## src/brf_pkg.sv

```systemverilog
// Package of the byte ring FIFO: widths, codes, the command record passed
// from the front to the back, and the pointer step function.
// No dependencies; every other file of the block depends on it.
package brf_pkg;

  localparam int STORE_DEPTH    = 1024;
  localparam int BYTES_PER_ITEM = 8;

  localparam int PTR_W   = $clog2(STORE_DEPTH);
  localparam int CNT_W   = $clog2(STORE_DEPTH + 1);
  localparam int IDX_W   = (BYTES_PER_ITEM > 1) ? $clog2(BYTES_PER_ITEM) : 1;
  localparam int BCNT_W  = 4;
  localparam int CFG_W   = 11;
  localparam int APB_DW  = 32;
  localparam int APB_AW  = 3;

  typedef logic [7:0]        byte_t;
  typedef logic [PTR_W-1:0]  ptr_t;
  typedef logic [CNT_W-1:0]  cnt_t;
  typedef logic [BCNT_W-1:0] bcnt_t;
  typedef logic [1:0]        status_t;

  localparam logic OP_PUSH = 1'b0;
  localparam logic OP_POP  = 1'b1;

  localparam status_t ST_PUSHED  = 2'd0;
  localparam status_t ST_DROPPED = 2'd1;
  localparam status_t ST_POPPED  = 2'd2;
  localparam status_t ST_EMPTY   = 2'd3;

  localparam logic REG_CAPACITY = 1'b0;

  typedef enum logic [1:0] {
    CMD_STATUS = 2'd0,
    CMD_PUSH   = 2'd1,
    CMD_POP    = 2'd2
  } cmd_kind_t;

  typedef struct packed {
    cmd_kind_t                       kind;
    status_t                         status;
    bcnt_t                           count;
    ptr_t                            start;
    cnt_t                            free;
    logic [BYTES_PER_ITEM-1:0][7:0]  data;
  } cmd_t;

  // Advance a pointer by n slots, wrapping at the capacity in use.
  // The caller guarantees p < cap and n <= cap, so one subtract suffices.
  function automatic ptr_t ptr_step(ptr_t p, cnt_t cap, bcnt_t n);
    cnt_t sum;
    sum = cnt_t'(p) + cnt_t'(n);
    if (sum >= cap) begin
      sum = sum - cap;
    end
    return sum[PTR_W-1:0];
  endfunction

endpackage

```

## src/brf_in_if.sv

```systemverilog
// Input channel of the byte ring FIFO: valid/ready handshake and one item.
// Depends on brf_pkg for the field types.
interface brf_in_if;
  logic           valid;
  logic           ready;
  logic           opcode;
  brf_pkg::bcnt_t byte_count;
  brf_pkg::byte_t byte_0;
  brf_pkg::byte_t byte_1;
  brf_pkg::byte_t byte_2;
  brf_pkg::byte_t byte_3;
  brf_pkg::byte_t byte_4;
  brf_pkg::byte_t byte_5;
  brf_pkg::byte_t byte_6;
  brf_pkg::byte_t byte_7;

  modport source (
    output valid, opcode, byte_count, byte_0, byte_1, byte_2, byte_3,
           byte_4, byte_5, byte_6, byte_7,
    input  ready
  );
  modport sink (
    input  valid, opcode, byte_count, byte_0, byte_1, byte_2, byte_3,
           byte_4, byte_5, byte_6, byte_7,
    output ready
  );
endinterface

```

## src/brf_front.sv

```systemverilog
// Front of the byte ring FIFO: accepts items, keeps the fill level and both
// pointers, and turns each item into a command. Depends on brf_pkg, brf_in_if.
module brf_front (
  input  logic          clk,
  input  logic          rst,
  input  logic          clear,
  input  brf_pkg::cnt_t cap,
  brf_in_if.sink        in_ch,
  output logic          cmd_valid,
  input  logic          cmd_ready,
  output brf_pkg::cmd_t cmd
);
  import brf_pkg::*;

  cnt_t  fill;
  cnt_t  fill_next;
  ptr_t  rd_ptr;
  ptr_t  rd_ptr_next;
  ptr_t  wr_ptr;
  ptr_t  wr_ptr_next;
  cnt_t  free_now;
  cnt_t  cnt_ext;
  bcnt_t pop_n;
  bcnt_t pop_sat;
  logic  drop;
  logic  accept;

  assign in_ch.ready = cmd_ready;
  assign cmd_valid   = in_ch.valid;
  assign accept      = in_ch.valid && cmd_ready;

  assign free_now = cap - fill;
  assign cnt_ext  = cnt_t'(in_ch.byte_count);
  assign drop     = (in_ch.byte_count == '0) ||
                    (in_ch.byte_count > bcnt_t'(BYTES_PER_ITEM)) ||
                    (cnt_ext > free_now);
  assign pop_sat  = (in_ch.byte_count > bcnt_t'(BYTES_PER_ITEM)) ?
                    bcnt_t'(BYTES_PER_ITEM) : in_ch.byte_count;
  assign pop_n    = (cnt_t'(pop_sat) > fill) ? fill[BCNT_W-1:0] : pop_sat;

  always_comb begin
    cmd         = '0;
    cmd.data[0] = in_ch.byte_0;
    cmd.data[1] = in_ch.byte_1;
    cmd.data[2] = in_ch.byte_2;
    cmd.data[3] = in_ch.byte_3;
    cmd.data[4] = in_ch.byte_4;
    cmd.data[5] = in_ch.byte_5;
    cmd.data[6] = in_ch.byte_6;
    cmd.data[7] = in_ch.byte_7;
    fill_next   = fill;
    rd_ptr_next = rd_ptr;
    wr_ptr_next = wr_ptr;
    if (in_ch.opcode == OP_PUSH) begin
      if (drop) begin
        cmd.kind   = CMD_STATUS;
        cmd.status = ST_DROPPED;
        cmd.free   = free_now;
      end else begin
        cmd.kind    = CMD_PUSH;
        cmd.status  = ST_PUSHED;
        cmd.count   = in_ch.byte_count;
        cmd.start   = wr_ptr;
        cmd.free    = free_now - cnt_ext;
        fill_next   = fill + cnt_ext;
        wr_ptr_next = ptr_step(wr_ptr, cap, in_ch.byte_count);
      end
    end else begin
      if (pop_n == '0) begin
        cmd.kind   = CMD_STATUS;
        cmd.status = ST_EMPTY;
        cmd.free   = free_now;
      end else begin
        cmd.kind    = CMD_POP;
        cmd.status  = ST_POPPED;
        cmd.count   = pop_n;
        cmd.start   = rd_ptr;
        cmd.free    = free_now + cnt_t'(pop_n);
        fill_next   = fill - cnt_t'(pop_n);
        rd_ptr_next = ptr_step(rd_ptr, cap, pop_n);
      end
    end
  end

  always_ff @(posedge clk) begin
    if (rst || clear) begin
      fill   <= '0;
      rd_ptr <= '0;
      wr_ptr <= '0;
    end else if (accept) begin
      fill   <= fill_next;
      rd_ptr <= rd_ptr_next;
      wr_ptr <= wr_ptr_next;
    end
  end

endmodule

```

## src/flat_wrapper.sv

```systemverilog
// flat-port wrapper written by rule: the top's interface ports become plain ports
module brf_front_flat import brf_pkg::*;
  (clk, rst, clear, cap, cmd_valid, cmd_ready, cmd, in_ch_valid, in_ch_opcode, in_ch_byte_count, in_ch_byte_0, in_ch_byte_1, in_ch_byte_2, in_ch_byte_3, in_ch_byte_4, in_ch_byte_5, in_ch_byte_6, in_ch_byte_7, in_ch_ready);
  brf_in_if in_ch_i ();
  input  logic clk;
  input  logic rst;
  input  logic clear;
  input  brf_pkg::cnt_t cap;
  output logic cmd_valid;
  input  logic cmd_ready;
  output brf_pkg::cmd_t cmd;
  input wire logic [$bits(in_ch_i.valid)-1:0] in_ch_valid;
  input wire logic [$bits(in_ch_i.opcode)-1:0] in_ch_opcode;
  input wire logic [$bits(in_ch_i.byte_count)-1:0] in_ch_byte_count;
  input wire logic [$bits(in_ch_i.byte_0)-1:0] in_ch_byte_0;
  input wire logic [$bits(in_ch_i.byte_1)-1:0] in_ch_byte_1;
  input wire logic [$bits(in_ch_i.byte_2)-1:0] in_ch_byte_2;
  input wire logic [$bits(in_ch_i.byte_3)-1:0] in_ch_byte_3;
  input wire logic [$bits(in_ch_i.byte_4)-1:0] in_ch_byte_4;
  input wire logic [$bits(in_ch_i.byte_5)-1:0] in_ch_byte_5;
  input wire logic [$bits(in_ch_i.byte_6)-1:0] in_ch_byte_6;
  input wire logic [$bits(in_ch_i.byte_7)-1:0] in_ch_byte_7;
  output wire logic [$bits(in_ch_i.ready)-1:0] in_ch_ready;
  assign in_ch_i.valid = in_ch_valid;
  assign in_ch_i.opcode = in_ch_opcode;
  assign in_ch_i.byte_count = in_ch_byte_count;
  assign in_ch_i.byte_0 = in_ch_byte_0;
  assign in_ch_i.byte_1 = in_ch_byte_1;
  assign in_ch_i.byte_2 = in_ch_byte_2;
  assign in_ch_i.byte_3 = in_ch_byte_3;
  assign in_ch_i.byte_4 = in_ch_byte_4;
  assign in_ch_i.byte_5 = in_ch_byte_5;
  assign in_ch_i.byte_6 = in_ch_byte_6;
  assign in_ch_i.byte_7 = in_ch_byte_7;
  assign in_ch_ready = in_ch_i.ready;
  brf_front u_core (.clk(clk), .rst(rst), .clear(clear), .cap(cap), .in_ch(in_ch_i), .cmd_valid(cmd_valid), .cmd_ready(cmd_ready), .cmd(cmd));
endmodule
```

## config.mk

```make
export PLATFORM = sky130hd
export DESIGN_NAME = brf_front_flat
export DESIGN_NICKNAME = d
export VERILOG_FILES = /design/src/brf_pkg.sv /design/src/brf_in_if.sv /design/src/brf_front.sv /design/src/flat_wrapper.sv
export SDC_FILE = /design/constraint.sdc
export NUM_CORES = 1
export LEC_CHECK = 0
export BUFFER_PORTS_ARGS = -buffer_cell sky130_fd_sc_hd__buf_2
export CAP_MARGIN = 15
export CORE_AREA = 5 5 158 99
export DETAILED_ROUTE_END_ITERATION = 16
export DIE_AREA = 0 0 163 104
export PLACE_DENSITY = 0.77
export SLEW_MARGIN = 20
export SYNTH_ARGS = -nofsm -noshare
export SYNTH_HDL_FRONTEND = slang
export SYNTH_SLANG_ARGS = --single-unit
```

## constraint.sdc

```tcl
create_clock -name clk -period 7.1 [get_ports clk]
set_input_delay 1.42 -clock clk [delete_from_list [all_inputs] [get_ports clk]]
set_output_delay 1.42 -clock clk [all_outputs]
set_load 0.05 [all_outputs]
```

==> Yosys cells after proc, flatten, opt, wreduce, memory -nomap -nowiden <==
Cells that the tools add are included.
{ "totals": {"out_inout_bits": 95, "word_cells": 45, "regBits": 31, "inputBits": 85} }
{ "op_classes": {"n_mux": 14, "add_sub_neg": 9, "bitwise_logic": 3, "eq_ne": 2, "reduce_logical": 9, "magnitude_cmp": 5} }
{ "ops": {"columns": ["operator", "count"], "rows": [
  ["11-bit two-way mux", 5],
  ["29-bit two-way mux", 1],
  ["14-bit two-way mux", 2],
  ["10-bit by 4-bit adder with 11-bit output", 2],
  ["11-bit by 4-bit adder with 11-bit output", 2],
  ["11-bit >= comparator", 2],
  ["4-bit by 11-bit greater-than comparator with 1-bit output", 2],
  ["11-bit by 4-bit subtractor with 11-bit output", 2],
  ["10-bit two-way mux", 2],
  ["10-bit subtractor", 2],
  ["4-bit two-way mux", 3],
  ["11-bit subtractor", 1],
  ["3-bit AND reduction", 3],
  ["4-bit logical NOT", 2],
  ["4-bit greater-than comparator (second input constant)", 1],
  ["2-bit != test (second input constant)", 2],
  ["1-bit logical OR", 3],
  ["3-bit two-way mux", 1],
  ["1-bit NOT", 3],
  ["1-bit logical AND", 1]
]} }

==> Logic depth before layout (Yosys ltp) <==
{ "logic_depth": {"word_depth": 7, "depth_mapped": 27, "mapped_depth_nobuf": 26} }

==> Least setup slack after synthesis <==
OpenSTA, ideal clock, no wires.
{ "synth_timing": {"kind": "input-to-output", "start": "input port in_ch_byte_count[1]", "end": "output port cmd[74] in the netlist's numbering", "cell_stages": 19, "path_slack_ps": 373, "n_path_buf": 0, "arrival_ps": 5307, "required_ps": 5680, "cell_sequence": "inv_1 -> ha_1 -> nand2b_1 -> a21oi_1 -> ha_1 -> nor2b_1 -> o211ai_1 -> a21o_1 -> mux2i_1 -> ha_1 -> inv_1 -> fa_1 -> nor2b_1 -> o21ai_0 -> nand2b_1 -> nand3_1 -> or3_1 -> o31ai_1 -> xor2_1"} }
{ "synth_rtl": {"columns": ["element", "line", "source"], "rows": [
  ["from (decl)", "flat_wrapper.sv:14", "input wire logic [$bits(in_ch_i.byte_count)-1:0] in_ch_byte_count;"],
  ["to (decl)", "flat_wrapper.sv:11", "output brf_pkg::cmd_t cmd;"]
]} }

==> impl_metrics.env <==
export IMPL_drt_wirelength_per_cell_um=18.5
export IMPL_crit_required_ps=5680
export IMPL_drt_antenna_violating_nets=0
export IMPL_gp_congestion=0.921
export IMPL_reg2reg_slack_ps=1870
export IMPL_avgSynthCellArea_um2=7.78
export IMPL_drc_errors=0
export IMPL_grt_usage_pct=19.0
export IMPL_min_period_ps=6770
export IMPL_clk_path_buf_depth=2
export IMPL_cts_root_buf="clkbuf_16"
export IMPL_finalPower_w=0.000887
export IMPL_skew_ps=6.85
export IMPL_synth_edf_count=0
export IMPL_grt_pass1_wl_um=26300
export IMPL_cts_tree="yes"
export IMPL_yosysSeqAreaShare_pct=11.3
export IMPL_cp_slowest_cell="fa_1"
export IMPL_wl_um=16500
export IMPL_maxCapViolCount=0
export IMPL_cp_common_cell="ha_1"
export IMPL_p_per_area_nw_per_um2=156
export IMPL_syn_inst=706
export IMPL_ys_seq_elements=31
export IMPL_path_clk_slew_ps=60
export IMPL_die_h_um=104
export IMPL_nNetsFinal=846
export IMPL_tightest_slew_ps=995
export IMPL_io_pins=180
export IMPL_numCtsBuffers=5
export IMPL_viasPerCell=5.90
export IMPL_arrival_ps=5350
export IMPL_hpwlAfterDp_um=13100
export IMPL_path_cells="buf_2 -> inv_2 -> ha_1 -> nand2b_1 -> a21oi_2 -> ha_1 -> nor2b_1 -> o211ai_1 -> a21o_2 -> mux2i_2 -> ha_1 -> inv_1 -> fa_1 -> nor2b_1 -> o21ai_0 -> nand2b_1 -> nand3_1 -> or3_1 -> o31ai_1 -> xor2_1 -> buf_4"
export IMPL_syn_area_um2=5490
export IMPL_fmax_mhz=148
export IMPL_synth_net_count=863
export IMPL_start_util_pct=38.9
export IMPL_grt_overflow_total=0
export IMPL_final_util_pct=40.1
export IMPL_synth_warning_count=0
export IMPL_timing_final_crit_share_pct=95.3
export IMPL_p_leak_nw=2.48
export IMPL_slew_viol_final=0
export IMPL_slowest_delay_ps=410
export IMPL_fill_cells=1446
export IMPL_area_delta_synth_final_pct=3.26
export IMPL_synthFlopType="dfxtp_1"
export IMPL_first_pass_iters=5
export IMPL_antenna_cells=0
export IMPL_rsz0062_at_grt="no"
export IMPL_synthDistinctLibCells=73
export IMPL_setup_viol=0
export IMPL_finalSetupTns_ps=0
export IMPL_hold_viol=0
export IMPL_grt_max_degree=31
export IMPL_fp_coreArea_um2=14100
export IMPL_fp_dieArea_um2=17000
export IMPL_synthArstFlopShare_pct=0
export IMPL_num_rows=34
export IMPL_cts_sinks=31
export IMPL_final_layout_size_suffix_gt1_share_pct=15.2
export IMPL_vias=5237
export IMPL_clock_latency_ps=290
export IMPL_cp_max_fo=7
export IMPL_crit_type="in2out"
export IMPL_die_w_um=163
export IMPL_hold_buffers=0
export IMPL_cp_end_kind="output port"
export IMPL_max_slew_margin_pct=33.4
export IMPL_status="complete, no violations"
export IMPL_layout_common_cells="ha_1, inv_1, nand2_1, buf_2, a21oi_1"
export IMPL_min_path_type="reg2reg"
export IMPL_whs_ps=493
export IMPL_antenna_found_initial=1
export IMPL_drt_iter0_drc=453
export IMPL_cts_htree_levels=2
export IMPL_first_global_vias=4809
export IMPL_port_buffers=51
export IMPL_final_common_cell="ha_1"
export IMPL_irDropWorstVdd_v=0.0000666
export IMPL_cp_start_kind="input port"
where the power goes:
| part | switching, W | leakage, nW | internal (W) |
|---|---|---|---|
| sequential | 0.00000269 | 0.250 | 0.000176 |
| combinational | 0.000300 | 2.14 | 0.000147 |
| clock | 0.0000861 | 0.0868 | 0.000175 |
cell usage after synthesis (all sizes together) (4+ instances only):
master,count,area [um^2]
ha,64,801
mux2i,9,90.1
o211ai,6,45.0
dfxtp,31,621
nor4,4,25.0
and3,5,31.3
a21o,15,113
buf,73,551
clkbuf,13,48.8
xor2,24,218
nand3,20,105
o21a,11,82.6
fa,8,160
a22o,9,78.8
a21boi,4,30.0
or4,5,41.3
a211oi,5,42.5
o31ai,13,125
a211o,8,70.1
a21oi,51,270
xnor2,29,254
nand4,13,81.3
o31a,4,35.0
a31oi,8,50.1
o41ai,9,150
nand2b,5,31.3
or2,5,31.3
nor2b,14,87.6
o22ai,5,31.3
inv,54,205
nand3b,4,30.0
nand2,50,188
nor3,12,60.1
nor2,41,156
o21ai,39,195
metrics by stage:
step	setup WS, ps	instances	cell area (um^2)
after floorplan	373	706	5490
after global placement	307	878	5460
after detailed placement	117	878	5460
after CTS	109	886	5640
after global routing	53.5	888	5670
final	334	888	5670
timing repair:
action,4_1_cts,5_1_grt
setup endpoints to repair,0,7
setup buffers,0,1
resized for setup,0,8
registers in the layout, indices dropped and copies added, names as in the netlist:
register and flops:
u_core.fill 11, u_core.rd_ptr 10, u_core.wr_ptr 10
layer usage:
metal	GRT usage [%]	vias up	routed length, um
met3	7.64	25	2050
met2	25.4	320	6380
met1	28.5	2421	7820
met4	2.81	2	203
met5	1.52	-	7
li1	-	2469	-
critical path: cells and delay by family:
family          cells  cell delay [ps]
mux                 1              250
xor+xnor            1              180
simple gates        6             1030
fa+ha+maj           4             1080
buf+inv             4              530
compound gates      5              850
kinds of logic (layout without fill, tap and decap cells):
group	after synthesis	in the layout	synth area share [%]
DFF	31	31	11.3
xor gates and xnor gates	53	53	8.59
and+or+nand+nor	190	190	17.8
adders and majority gates	72	72	17.5
muxes	12	12	2.26
AOI/OAI and AO/OA	208	208	27.9
buffers and inverters	140	124	14.7
worst paths after layout:
check	to	depth (start not counted)	start
setup / recovery	cmd[74]	21	in_ch_byte_count[1]
hold / removal	u_core.wr_ptr[3]	2	u_core.wr_ptr[3]
setup reg to reg	u_core.rd_ptr[4]	24	u_core.fill[1]
hold reg to reg	u_core.wr_ptr[3]	2	u_core.wr_ptr[3]
final cells by class:
type / instances / area (um^2) / area share (%)
multi-input cells: 535 / 4080 / 71.9
repair buffers: 62 / 344 / 6.07
clock inverters: 2 / 35.0 / 0.618
well taps: 198 / 248 / 4.37
flip-flops and latches: 31 / 621 / 10.9
inverters: 54 / 205 / 3.62
clock buffers: 6 / 139 / 2.45
No activity file was read; power rests on OpenSTA's default activity.
