<file path="src/brf_pkg.sv">
// Package of the byte ring FIFO: widths, codes, the command record passed
// from the front to the back, and the pointer step function.
// No dependencies; every other file of the block depends on it.
package brf_pkg;

  localparam int STORE_DEPTH    = 1024;
  localparam int BYTES_PER_ITEM = 8;

  localparam int PTR_W   = $clog2(STORE_DEPTH);
  localparam int CNT_W   = $clog2(STORE_DEPTH + 1);
  localparam int IDX_W   = (BYTES_PER_ITEM > 1) ? $clog2(BYTES_PER_ITEM) : 1;
  localparam int BCNT_W  = 4;
  localparam int CFG_W   = 11;
  localparam int APB_DW  = 32;
  localparam int APB_AW  = 3;

  typedef logic [7:0]        byte_t;
  typedef logic [PTR_W-1:0]  ptr_t;
  typedef logic [CNT_W-1:0]  cnt_t;
  typedef logic [BCNT_W-1:0] bcnt_t;
  typedef logic [1:0]        status_t;

  localparam logic OP_PUSH = 1'b0;
  localparam logic OP_POP  = 1'b1;

  localparam status_t ST_PUSHED  = 2'd0;
  localparam status_t ST_DROPPED = 2'd1;
  localparam status_t ST_POPPED  = 2'd2;
  localparam status_t ST_EMPTY   = 2'd3;

  localparam logic REG_CAPACITY = 1'b0;

  typedef enum logic [1:0] {
    CMD_STATUS = 2'd0,
    CMD_PUSH   = 2'd1,
    CMD_POP    = 2'd2
  } cmd_kind_t;

  typedef struct packed {
    cmd_kind_t                       kind;
    status_t                         status;
    bcnt_t                           count;
    ptr_t                            start;
    cnt_t                            free;
    logic [BYTES_PER_ITEM-1:0][7:0]  data;
  } cmd_t;

  // Advance a pointer by n slots, wrapping at the capacity in use.
  // The caller guarantees p < cap and n <= cap, so one subtract suffices.
  function automatic ptr_t ptr_step(ptr_t p, cnt_t cap, bcnt_t n);
    cnt_t sum;
    sum = cnt_t'(p) + cnt_t'(n);
    if (sum >= cap) begin
      sum = sum - cap;
    end
    return sum[PTR_W-1:0];
  endfunction

endpackage

</file>
<file path="src/brf_cmd_queue.sv">
// Two-entry command queue between the front and the back of the byte ring
// FIFO, so that each side can stall on its own. Depends on brf_pkg.
module brf_cmd_queue (
  input  logic          clk,
  input  logic          rst,
  input  logic          wr_valid,
  output logic          wr_ready,
  input  brf_pkg::cmd_t wr_data,
  output logic          rd_valid,
  input  logic          rd_ready,
  output brf_pkg::cmd_t rd_data
);
  import brf_pkg::*;

  cmd_t       slots [2];
  logic       head;
  logic       tail;
  logic [1:0] count;
  logic       do_wr;
  logic       do_rd;

  assign wr_ready = (count != 2'd2);
  assign rd_valid = (count != 2'd0);
  assign rd_data  = slots[head];
  assign do_wr    = wr_valid && wr_ready;
  assign do_rd    = rd_valid && rd_ready;

  always_ff @(posedge clk) begin
    if (do_wr) begin
      slots[tail] <= wr_data;
    end
  end

  always_ff @(posedge clk) begin
    if (rst) begin
      head  <= 1'b0;
      tail  <= 1'b0;
      count <= 2'd0;
    end else begin
      if (do_wr) begin
        tail <= ~tail;
      end
      if (do_rd) begin
        head <= ~head;
      end
      case ({do_wr, do_rd})
        2'b10:   count <= count + 2'd1;
        2'b01:   count <= count - 2'd1;
        default: count <= count;
      endcase
    end
  end

endmodule

</file>
<file path="config.mk">
export PLATFORM = sky130hd
export DESIGN_NAME = brf_cmd_queue
export DESIGN_NICKNAME = d
export VERILOG_FILES = /design/src/brf_pkg.sv /design/src/brf_cmd_queue.sv
export SDC_FILE = /design/constraint.sdc
export NUM_CORES = 1
export LEC_CHECK = 0
export BUFFER_PORTS_ARGS = -buffer_cell sky130_fd_sc_hd__buf_2
export CAP_MARGIN = 20
export CORE_ASPECT_RATIO = 0.7
export CORE_MARGIN = 5
export CORE_UTILIZATION = 47
export CTS_CLUSTER_SIZE = 12
export DETAILED_ROUTE_END_ITERATION = 16
export GPL_ROUTABILITY_DRIVEN = 0
export PLACE_DENSITY = 0.75
export SLEW_MARGIN = 20
export SYNTH_ARGS = -nofsm -noshare
export SYNTH_HDL_FRONTEND = slang
export SYNTH_SLANG_ARGS = --single-unit
</file>
<file path="constraint.sdc">
create_clock -name clk -period 3 [get_ports clk]
set_input_delay 0.15 -clock clk [delete_from_list [all_inputs] [get_ports clk]]
set_output_delay 0.15 -clock clk [all_outputs]
set_load 0.1 [all_outputs]
</file>
=== Word level (Yosys, flattened, before mapping) ===
Memory sizes are Yosys's and may differ from the RTL's. A register that Yosys moved wholly into a read port is not among the register bits.
Cells that the tools add are included.

* Add/sub/neg operators: 2
* Eq/ne operators: 3
* Muxes and demuxes: 5
* Bitwise logic cells: 2
* Reductions and logical operators: 4

{| class="wikitable"
|+ Operator list
! cell !! count
|-
| $mux 1 || 4
|-
| $pmux 2 s2 || 1
|-
| $reduce_bool 2->1 || 2
|-
| $add 2x1->2 const B || 1
|-
| $eq 2x1->1 const B || 1
|-
| $eq 2x2->1 const B || 1
|-
| $logic_and 1x1->1 || 2
|-
| $ne 2x2->1 const B || 1
|-
| $not 1->1 || 2
|-
| $sub 2x1->2 const B || 1
|}

* Register bits after elaboration: 4
* Memory bits (writable): 186
* Word-level logic and storage cells: 20
* Memories: 1

{| class="wikitable"
|+ Memory list
! name !! words !! bits a word !! read ports !! clocked after Yosys merged registers in !! wr ports !! line !! source
|-
| slots || 2 || 93 || 1 || 1 || 1 || brf_cmd_queue.sv:15 || <nowiki>cmd_t slots [2];</nowiki>
|}

=== Longest topological paths before layout ===
Gate-level depths: netlist of run 1.

* Depth after elaboration: 4
* Mapped depth: 6

=== Least setup slack after synthesis of run 1 ===
OpenSTA, ideal clock, no wires.

* Kind: register -> register
* From: register count[0]
* To: memory slots[1][0] (netlist bit) (enable)
* Setup time: 0.463 ns
* Arrival time: 3.587 ns
* Slack: -1.050 ns
* Cell stages (with the launch flop): 3
* Cells stage by stage: dfxtp_1 nand2b_1 and3_1

* Longest elaborated chain between the ends: 4

{| class="wikitable"
|+ RTL lines
! item !! line !! source
|-
| from (decl) || brf_cmd_queue.sv:18 || <nowiki>logic [1:0] count;</nowiki>
|-
| from (signal assigned) || brf_cmd_queue.sv:47 || <nowiki>2'b10: count <= count + 2'd1;</nowiki>
|-
| from (signal assigned) || brf_cmd_queue.sv:48 || <nowiki>2'b01: count <= count - 2'd1;</nowiki>
|-
| from (signal assigned) || brf_cmd_queue.sv:49 || <nowiki>default: count <= count;</nowiki>
|-
| $ne 2x2->1 || brf_cmd_queue.sv:22 || <nowiki>assign wr_ready = (count != 2'd2);</nowiki>
|-
| net wr_ready || brf_cmd_queue.sv:7 || <nowiki>output logic wr_ready,</nowiki>
|-
| $logic_and 1x1->1 || brf_cmd_queue.sv:25 || <nowiki>assign do_wr = wr_valid && wr_ready;</nowiki>
|-
| $mux 1 || brf_cmd_queue.sv:29 || <nowiki>if (do_wr) begin</nowiki>
|-
| $mux 1 (not written as such) || brf_cmd_queue.sv:30 || <nowiki>slots[tail] <= wr_data;</nowiki>
|-
| to (decl) || brf_cmd_queue.sv:15 ||
|}

The timed path passes the listed nets, and every way through them passes these cells.

==> results of run 1 <==
## kinds of logic after synthesis
group	after synthesis	share of synthesized area [%]
flops	191	82.1
mux	93	15.1
buf+inv	11	1.03
simple gates	9	0.687
compound gates	5	0.470
xor+xnor	3	0.380
fa+ha+maj	1	0.181
## area by class of cell
type,instances,share of cell area [%]
clock inverters,12,0.743
flip-flops and latches,191,59.3
multi-input cells,111,12.2
repair buffers,291,20.6
inverters,1,0.0782
clock buffers,19,4.51
well taps,195,2.54
## per-stage QoR
step,hold slack [ps],area (µm²),util (%)
after floorplan,219,6930,-
after global placement,337,8150,55.9
after detailed placement,341,8150,55.9
after CTS,35.2,9600,65.8
after global routing,58.0,9600,65.8
final,56.0,9600,65.8
## worst reg2reg max path: stages (launching register included)
cell                         delay [ps]
sky130_fd_sc_hd__dfxtp_1            410
sky130_fd_sc_hd__nand2b_2           190
sky130_fd_sc_hd__nand3b_1           150
sky130_fd_sc_hd__clkinvlp_4         370
sky130_fd_sc_hd__buf_4              430
## per-layer routing
layer	global-route usage, %	vias to the layer above	routed length (µm)
met5	0	-	0
met4	5.59	0	187
li1	-	1840	-
met1	20.0	1906	5880
met2	28.6	154	7180
met3	6.88	16	1290
## flip-flops by register name, indices dropped and copies added (netlist names), named ones only
name / count
head: 1
slots: 186
count: 2
tail: 1
## final timing paths
path | end | slack [ps] | cells past startpoint
setup reg to reg | slots[0][38] | 1100 | 4
hold / removal | tail | 60 | 3
setup / recovery | rd_data[36] | 760 | 3
hold reg to reg | head | 520 | 2
## what timing repair did
item / CTS / global route
hold buffers: 94 / 0
endpoints found under the setup margin: 0 / 0
hold endpoints to repair: 191 / 0
## cells in the mapped netlist
cell type / number / share of area, %
sky130_fd_sc_hd__a21bo_2: 1 / 0.14
sky130_fd_sc_hd__a21oi_1: 2 / 0.14
sky130_fd_sc_hd__and3_1: 1 / 0.090
sky130_fd_sc_hd__buf_2: 3 / 0.22
sky130_fd_sc_hd__buf_4: 7 / 0.76
sky130_fd_sc_hd__dfxtp_1: 5 / 1.4
sky130_fd_sc_hd__edfxtp_1: 186 / 81
sky130_fd_sc_hd__ha_1: 1 / 0.18
sky130_fd_sc_hd__inv_1: 1 / 0.054
sky130_fd_sc_hd__mux2_2: 93 / 15
sky130_fd_sc_hd__nand2_1: 1 / 0.054
sky130_fd_sc_hd__nand2b_1: 1 / 0.090
sky130_fd_sc_hd__nand3b_1: 1 / 0.11
sky130_fd_sc_hd__nor2_1: 3 / 0.16
sky130_fd_sc_hd__o21a_1: 1 / 0.11
sky130_fd_sc_hd__o21ai_0: 1 / 0.072
sky130_fd_sc_hd__or2_2: 1 / 0.090
sky130_fd_sc_hd__or3_1: 1 / 0.090
sky130_fd_sc_hd__xnor2_1: 2 / 0.25
sky130_fd_sc_hd__xor2_1: 1 / 0.13
==> run summary, run 1 <==
The flow ran to the end, and the final reports show no timing, DRC or antenna violations. The number of warnings printed during yosys synthesis came out at 0. The area taken by flip-flops and latches came out at roughly 0.0057 mm².

Measured along the y axis, the die boundary spans around 110 µm. The clock net in this run drives a total of ~190 sinks. STA puts the critical path data arrival time at between 2000 and 2500 ps. The worst register-to-register path begins at count[0]. The library cell used most frequently in the layout, excluding fill and tap cells, is sky130_fd_sc_hd__buf_2. The startpoint identified for the worst hold timing path is wr_valid. The number of port buffers is between 150 and 200. After detailed routing, the number of vias per cell comes to approximately 4.8. The max-cap check violation count came out at 0.

The clock tree skew after final layout came out at between 10 and 15 ps. The detailed-routing iteration count for the pre-antenna-repair pass came out at 4. The cell sitting at the root of the clock tree is a sky130_fd_sc_hd__clkbuf_16. The number of clock buffers inserted by TritonCTS came out at 17. The accumulated negative setup slack came out at 0 ps. The worst path uses about three quarters of the clock period. The cell area after technology mapping came out at 0.00692 mm². In the layout the commonest cells are sky130_fd_sc_hd__buf_2, sky130_fd_sc_hd__edfxtp_1, sky130_fd_sc_hd__dlygate4sd3_1, sky130_fd_sc_hd__mux2_2, sky130_fd_sc_hd__clkbuf_16. The number of global-route vias before repair came out at approximately 4300. The critical path is of the flip-flop to primary output type.

The net count of the mapped netlist is 411. After technology mapping, the gate count stands at roughly 310. The clock-pin slew reported for the worst setup and hold paths after clock tree synthesis came out at 60 ps.

The smallest setup slack after layout is about 760 ps. The total vias in the final route came out at 3916. The final max-slew violation count is 0. Counting tap cells, the placed design contains a total of about 700 instances.

STA classifies the critical path endpoint as a primary output. The initial DRC count is roughly 270. The fraction of layout instances using a drive strength above 1 came out at 51.4%. The area added between synthesis and finish came out at 38.6%. For the pin with the worst max-slew slack, the measured transition is between 500 and 600 ps. The minimum clock period after layout came out at 2240 ps.

The overall die area is 0.0173 mm². The maximum clock frequency is roughly 450 MHz. Of all nets on the critical path, the largest fanout is 25. The starting density of the core is between 40% and 50%. The critical path goes through buf_4 > mux2_2 > buf_2.

The total area of multi-input combinational cells is roughly 0.0012 mm². In this run the post-CTS setup repair buffer count came out at 0. Counting flops and latches in the post-synthesis netlist gives between 150 and 200. The core area came out at around 0.015 mm². The post-synthesis cell type count came out at 20. The relative slew slack is 65.6%. The total number of nets in the final design is between 700 and 800.

The number of H-tree levels is 4. The repair_antennas step left the layout with diodes totalling 0. The latest clock arrival within the worst-skew pair came out at 430 ps. The worst-case clock buffer depth came out at 2. The required arrival time at the worst endpoint is between 2000 and 3000 ps. The hold violation total from the final report came to 0. The post-detailed-route wirelength per cell is 17.7 µm. The critical path buffer and inverter count is 2. The number of remaining DRC errors is 0. The quantity of gates resized following cts is 0. The global-route usage over all layers is between 15 and 20%. Setup repair after global routing left no endpoint under its margin.

The average footprint of a synthesized cell came out at between 20 and 25 µm². Summing the sequential cell areas from Yosys gives around 80% of the chip area. The worst setup timing slack at the placement stage came out at roughly 1100 ps. The remaining number of nets flagged by the antenna check after routing is 0. The initial antenna violation count is 0. After the flow finishes, the layout carries non-filler instances totaling 820. From left edge to right edge, the die measures 155 µm.

TritonCTS built the clock tree. Summed over all layers, the global routing overflow is 0. Entering global routing, the biggest net connects 53 pins.

The total half-perimeter wirelength after legalization and detailed placement is 8930 µm. Wires add up to around 15000 µm. The number of failing setup endpoints in the final timing report came out at 0. The critical path's largest stage delay is ~560 ps. The number of ports placed on the die boundary is roughly 190. The number of fill cells in the layout came out at 986. The slowest stage of the critical path belongs to the cell sky130_fd_sc_hd__dfxtp_4. The class of the most critical hold timing path is input port to flip-flop.

Grouping stages by cell kind, the critical path spends the most delay in buffers and inverters. The initialized floorplan defines 37 standard-cell rows. The global-route wire length before repair is between 20000 and 25000 µm.

The sort of element at the start of the critical path is a flip-flop.
Power of run 1 is not shown: default switching activity piles up to over one toggle a cycle in this logic, so the estimate is an artifact.
==> run 2: changes to the inputs <==
Clock period 3 ns to 1.9 ns, I/O delays scaled along.
==> run 2 against run 1 <==
Global-route usage about the same. First-iteration DRC count down 22%. Via count up 0.51%. Largest cell class unchanged. Routed wire length down 0.27%. Sequential cell count unchanged. Critical endpoint is now rd_data[32]. Critical path depth unchanged. Final area up 0.69%. Final cell count unchanged.
==> run summary, run 2 (synthesized netlist as in run 1, its figures left out) <==
The fraction of layout instances using a drive strength above 1 is 51.5% (+0.16 points). The number of remaining DRC errors is 0 (unchanged). The post-placement cell count is 695 (unchanged). The overall die area was 0.0173 mm² (unchanged). The run finished with clean final reports. The initial antenna violation count is 0 (unchanged). The area added between synthesis and finish is 39.6%. The sum of overflow across all layers after global routing came out at 0 (unchanged). The total number of nets in the final design came to 711 (unchanged).

The detailed-routing iteration count for the pre-antenna-repair pass came to 4 (unchanged). The initial DRC count is 210 (-22%). Setup repair after global routing could not meet its margin everywhere. The count of antenna diodes in the layout is 0 (unchanged). Counting flops per register, the top entry is slots. The arrival time at the worst endpoint came out at 1770 ps (-320 ps).

The latest clock arrival within the worst-skew pair is 410 ps (-20 ps). The worst setup path is captured at a primary output. Of the available clock period, the critical path in the final layout requires a little over nine tenths. The final max-slew violation count was 0 (unchanged).

The maximum clock frequency is ~540 MHz. The clock tree skew after final layout came out at 5.96 ps (-5.51 ps). In this run the worst hold path is classified as input port to flip-flop.

The starting density of the core is 47.5% (unchanged). The total vias in the final route is 3936 (+0.51%). The core area came out at 0.0146 mm² (unchanged). The clock-pin slew reported for the worst setup and hold paths after clock tree synthesis came out at 60 ps (about the same). The accumulated negative setup slack came out at 0 ps (unchanged). The maximum fanout along the worst path is 47 (+88%). The number of clock buffers inserted by TritonCTS is 17 (unchanged). The number of standard-cell rows in the floorplan is 37 (unchanged). The number of ports placed on the die boundary came out at 192 (unchanged).

The remaining number of nets flagged by the antenna check after routing was 0 (unchanged). The number of H-tree levels came out at 4 (unchanged). The hold violation total from the final report was 0 (unchanged). The number of fill cells in the layout is 974 (-1.2%). In the layout the commonest cells are sky130_fd_sc_hd__buf_2, sky130_fd_sc_hd__edfxtp_1, sky130_fd_sc_hd__dlygate4sd3_1, sky130_fd_sc_hd__mux2_2, sky130_fd_sc_hd__clkbuf_16. The clock sink total is 191 (unchanged). The sort of element at the start of the critical path is a flip-flop.

The final core area utilization is 66.3% (+0.45 points). The number of failing setup endpoints in the final timing report came to 0 (unchanged). The largest registers in the layout are slots x186, count x2. The required arrival time at the worst endpoint was 1800 ps (-1050 ps). The transition at the pin with the smallest max-transition slack came out at 517 ps (-3.04 ps). Clock tree synthesis selected as its root buffer the cell sky130_fd_sc_hd__clkbuf_16.

The final instance count without filler cells is 820 (unchanged). The global-route usage over all layers is 17.0% (+0.018 points). The max-cap check violation count came out at 0 (unchanged). The setup path with the least slack is of type flip-flop to primary output. The height of the die came out at 112 µm (unchanged). The number of port buffers came out at 191 (unchanged). The via-per-instance ratio was 4.80 (+0.51%). The largest net degree at the start of global routing is 49 (-7.5%).

The aggregate routed wire length is 14500 µm (-0.27%). The relative slew slack came out at 65.8% (+0.20 points). The die boundary width is 155 µm (unchanged). The post-detailed-route wirelength per cell is 17.7 µm (-0.27%).

The number of global-route vias before repair was 4398 (+1.4%). The worst-case clock buffer depth came to 2 (unchanged). The total half-perimeter wirelength after legalization and detailed placement came out at 8950 µm (+0.18%). The global-route wire length before repair is 22700 µm (+1.7%). The clock period could shrink to roughly 1900 ps.

TritonCTS built the clock tree. The number of flip-flops under the largest register name is 186 (unchanged).
## run 2: cell count changes in the layout (fill, tap and decap cells not counted), sizes merged
cell,delta
clkinv,-4
clkbuf,+7
inv,+1
buf,-5
clkinvlp,+1
## run 2: area by class of cell
class                      instances  area (µm²)  area share [%]
sequential                       191        5690            58.9
timing repair buffer             291        2040            21.1
multi-input combinational        111        1180            12.2
clock buffer                      21         440            4.56
tap                              195         244            2.52
clock inverter                    10        66.3           0.686
inverter                           1        7.51          0.0777
## run 2: worst paths after layout
path	start	to	slack, ps	depth (start not counted)
max	flip-flop	rd_data[32]	30	3
max reg2reg	count[0]	count[1]	420	5
min	wr_valid	tail	40	3
min reg2reg	head	head	520	2
## run 2: critical path, cell delays in order, from the launching register on
cell                      delay [ps]
sky130_fd_sc_hd__dfxtp_4         380
sky130_fd_sc_hd__buf_16          240
sky130_fd_sc_hd__mux2_2          390
sky130_fd_sc_hd__buf_2           300
## run 2: per-stage QoR
step                cell area [µm²]  worst slack, ps  hold slack, ps
floorplan                      6940             -724             160
global placement               8200              459             283
detailed placement             8200              425             286
CTS                            9640             7.57            17.5
global route                   9660            -4.03            26.8
finish                         9660             33.9            44.4
## run 2: repair_timing
item                                   4_1_cts  5_1_grt
resized for setup                            0        6
hold buffers                                94        0
buffers inserted                             0        0
endpoints found under the hold margin      191        0
setup endpoints to repair                    0        3
## run 2: layer usage
metal	GRT usage, %	share of wire [%]	up-vias	wire length (µm)
li1	-	-	1845	-
met1	20.2	41	1923	5920
met2	29.3	50	152	7250
met3	5.75	7.9	16	1150
met4	5.47	1.2	0	175
met5	0	0	-	0
Power of run 2 is left out for the same reason.
==> run 3: changes to the inputs <==
Settings changed: RECOVER_POWER from default to 50.
==> run 3 against run 2 <==
Register-to-register slack got worse by 200 ps. Fmax barely moved. First-iteration DRC count rose by 0.48%. Global-route usage did not move. Critical path depth did not move. Critical path type unchanged. Critical endpoint is now rd_data[22].
==> run summary, run 3 (synthesized netlist as in run 1, its figures left out) <==
The global-route wire length before repair came out at 22700 µm (unchanged). In this run the clock root is driven by a sky130_fd_sc_hd__clkbuf_16. The worst register-to-register path begins at count[0]. The tightest min-delay check is of the input port to flip-flop type. The flow ran to the end, and the final reports show no timing, DRC or antenna violations. The final max-slew violation count came out at 0 (unchanged).

Leaving out fill and tap cells, the most frequent cell in the layout is sky130_fd_sc_hd__edfxtp_1. The final cycle utilization of the critical path is 98.2% (about the same). The global-route usage over all layers came out at 17.0% (unchanged). The worst-case clock buffer depth came out at 2 (unchanged).

The post-placement cell count is 695 (unchanged). The total number of nets in the final design came out at 711 (unchanged). The fraction of layout instances using a drive strength above 1 is 40.2% (-11 points).

The initial antenna violation count came out at 0 (unchanged). The maximum fanout along the worst path came to 47 (unchanged). In the final layout, the registers with the most flip-flops are slots x186, count x2. The number of clock buffers inserted by TritonCTS is 17 (unchanged). The maximum clock frequency came to 536 MHz (about the same).

STA classifies the critical path endpoint as a primary output. The largest net degree at the start of global routing is 49 (unchanged). The initial DRC count came to 211 (+0.48%). The count of antenna diodes in the layout came to 0 (unchanged).

The aggregate routed wire length is 14500 µm (-0.28%). The number of global-route vias before repair is 4398 (unchanged). The register name with the most flops is slots. The via-per-instance ratio is 4.79 (-0.25%). The number of standard-cell rows in the floorplan is 37 (unchanged).

The critical path class is flip-flop to primary output. Setup repair after global routing could not meet its margin everywhere. The relative slew slack is 65.9% (+0.10 points). The clock-pin slew reported for the worst setup and hold paths after clock tree synthesis is 60 ps (about the same).

The number of remaining DRC errors came to 0 (unchanged). The number of failing setup endpoints in the final timing report came out at 0 (unchanged). The number of port buffers was 191 (unchanged). The remaining number of nets flagged by the antenna check after routing came to 0 (unchanged).

The worst setup path is launched from a flip-flop. The number of H-tree levels came to 4 (unchanged). The post-detailed-route wirelength per cell was 17.6 µm (-0.28%). The minimum clock period after layout is 1870 ps (-0.560 ps). TritonCTS built the clock tree. The area growth from synthesis to layout is 37.9%.

The detailed-routing iteration count for the pre-antenna-repair pass came out at 4 (unchanged). The number of flip-flops under the largest register name is 186 (unchanged). The latest clock arrival within the worst-skew pair is 410 ps (about the same).

The required arrival time at the worst endpoint is 1800 ps (about the same). The total vias in the final route is 3926 (-0.25%). The final instance count without filler cells came out at 820 (unchanged). The overall die area is 0.0173 mm² (unchanged).

The core area is 0.0146 mm² (unchanged). The max-cap check violation count was 0 (unchanged). The library cells used most frequently in the layout, excluding fill and tap cells, are sky130_fd_sc_hd__edfxtp_1, sky130_fd_sc_hd__buf_2, sky130_fd_sc_hd__dlygate4sd3_1, sky130_fd_sc_hd__mux2_2, sky130_fd_sc_hd__clkbuf_1.

The sum of overflow across all layers after global routing came out at 0 (unchanged). The transition at the pin with the smallest max-transition slack came to 515 ps (-1.56 ps). The height of the die came out at 112 µm (unchanged).

The clock sink total is 191 (unchanged). The startpoint of the worst hold path is wr_valid. The die boundary width is 155 µm (unchanged). The arrival time at the worst endpoint is 1770 ps (about the same). The hold violation total from the final report is 0 (unchanged). The clock tree skew after final layout came out at 6.54 ps (+0.578 ps). The starting density of the core is 47.5% (unchanged). The number of ports placed on the die boundary is 192 (unchanged). The total half-perimeter wirelength after legalization and detailed placement was 8950 µm (unchanged).
==> run 3: final timing paths <==
check | endpoint | slack [ps] | cells after the start
max reg2reg | slots[1][72] | 220 | 3
min reg2reg | count[1] | 520 | 2
max | rd_data[22] | 30 | 3
min | tail | 40 | 3
==> run 3: final cells by class <==
cell class | instances | area (µm²)
clock buffer | 21 | 440
inverter | 1 | 7.51
sequential | 191 | 5690
fill | 1025 | 5030
timing repair buffer | 291 | 1930
tap | 195 | 244
clock inverter | 10 | 66.3
multi-input combinational | 111 | 1170
==> run 3: metal layers <==
metal,part of all wire [%],track usage (%)
met5,0,0
met4,1.2,5.47
met3,8.1,5.75
met2,50,29.3
met1,41,20.2
==> run 3: stage by stage <==
stage | TNS, ps | cell area (µm²) | setup slack [ps] | hold slack, ps | utilization (%)
floorplan | -111940 | 6940 | -724 | 160 | -
global placement | 0 | 8200 | 459 | 283 | 56.2
detailed placement | 0 | 8200 | 425 | 286 | 56.2
CTS | 0 | 9640 | 7.57 | 17.5 | 66.1
global route | -9.39 | 9550 | -4.03 | 21.5 | 65.5
finish | 0 | 9550 | 34.4 | 41.7 | 65.5
==> run 3: timing repair <==
item                                    in CTS  in global routing
endpoints found under the setup margin       0                  3
hold endpoints to repair                   191                  0
setup buffers                                0                  0
hold buffers                                94                  0
gates resized for setup                      0                  6
==> run 3: worst max-delay path: stages, from the launching register on <==
cell	delay [ps]
sky130_fd_sc_hd__dfxtp_4	380
sky130_fd_sc_hd__buf_16	230
sky130_fd_sc_hd__mux2_2	390
sky130_fd_sc_hd__buf_2	300
Power of run 3 is left out for the same reason.
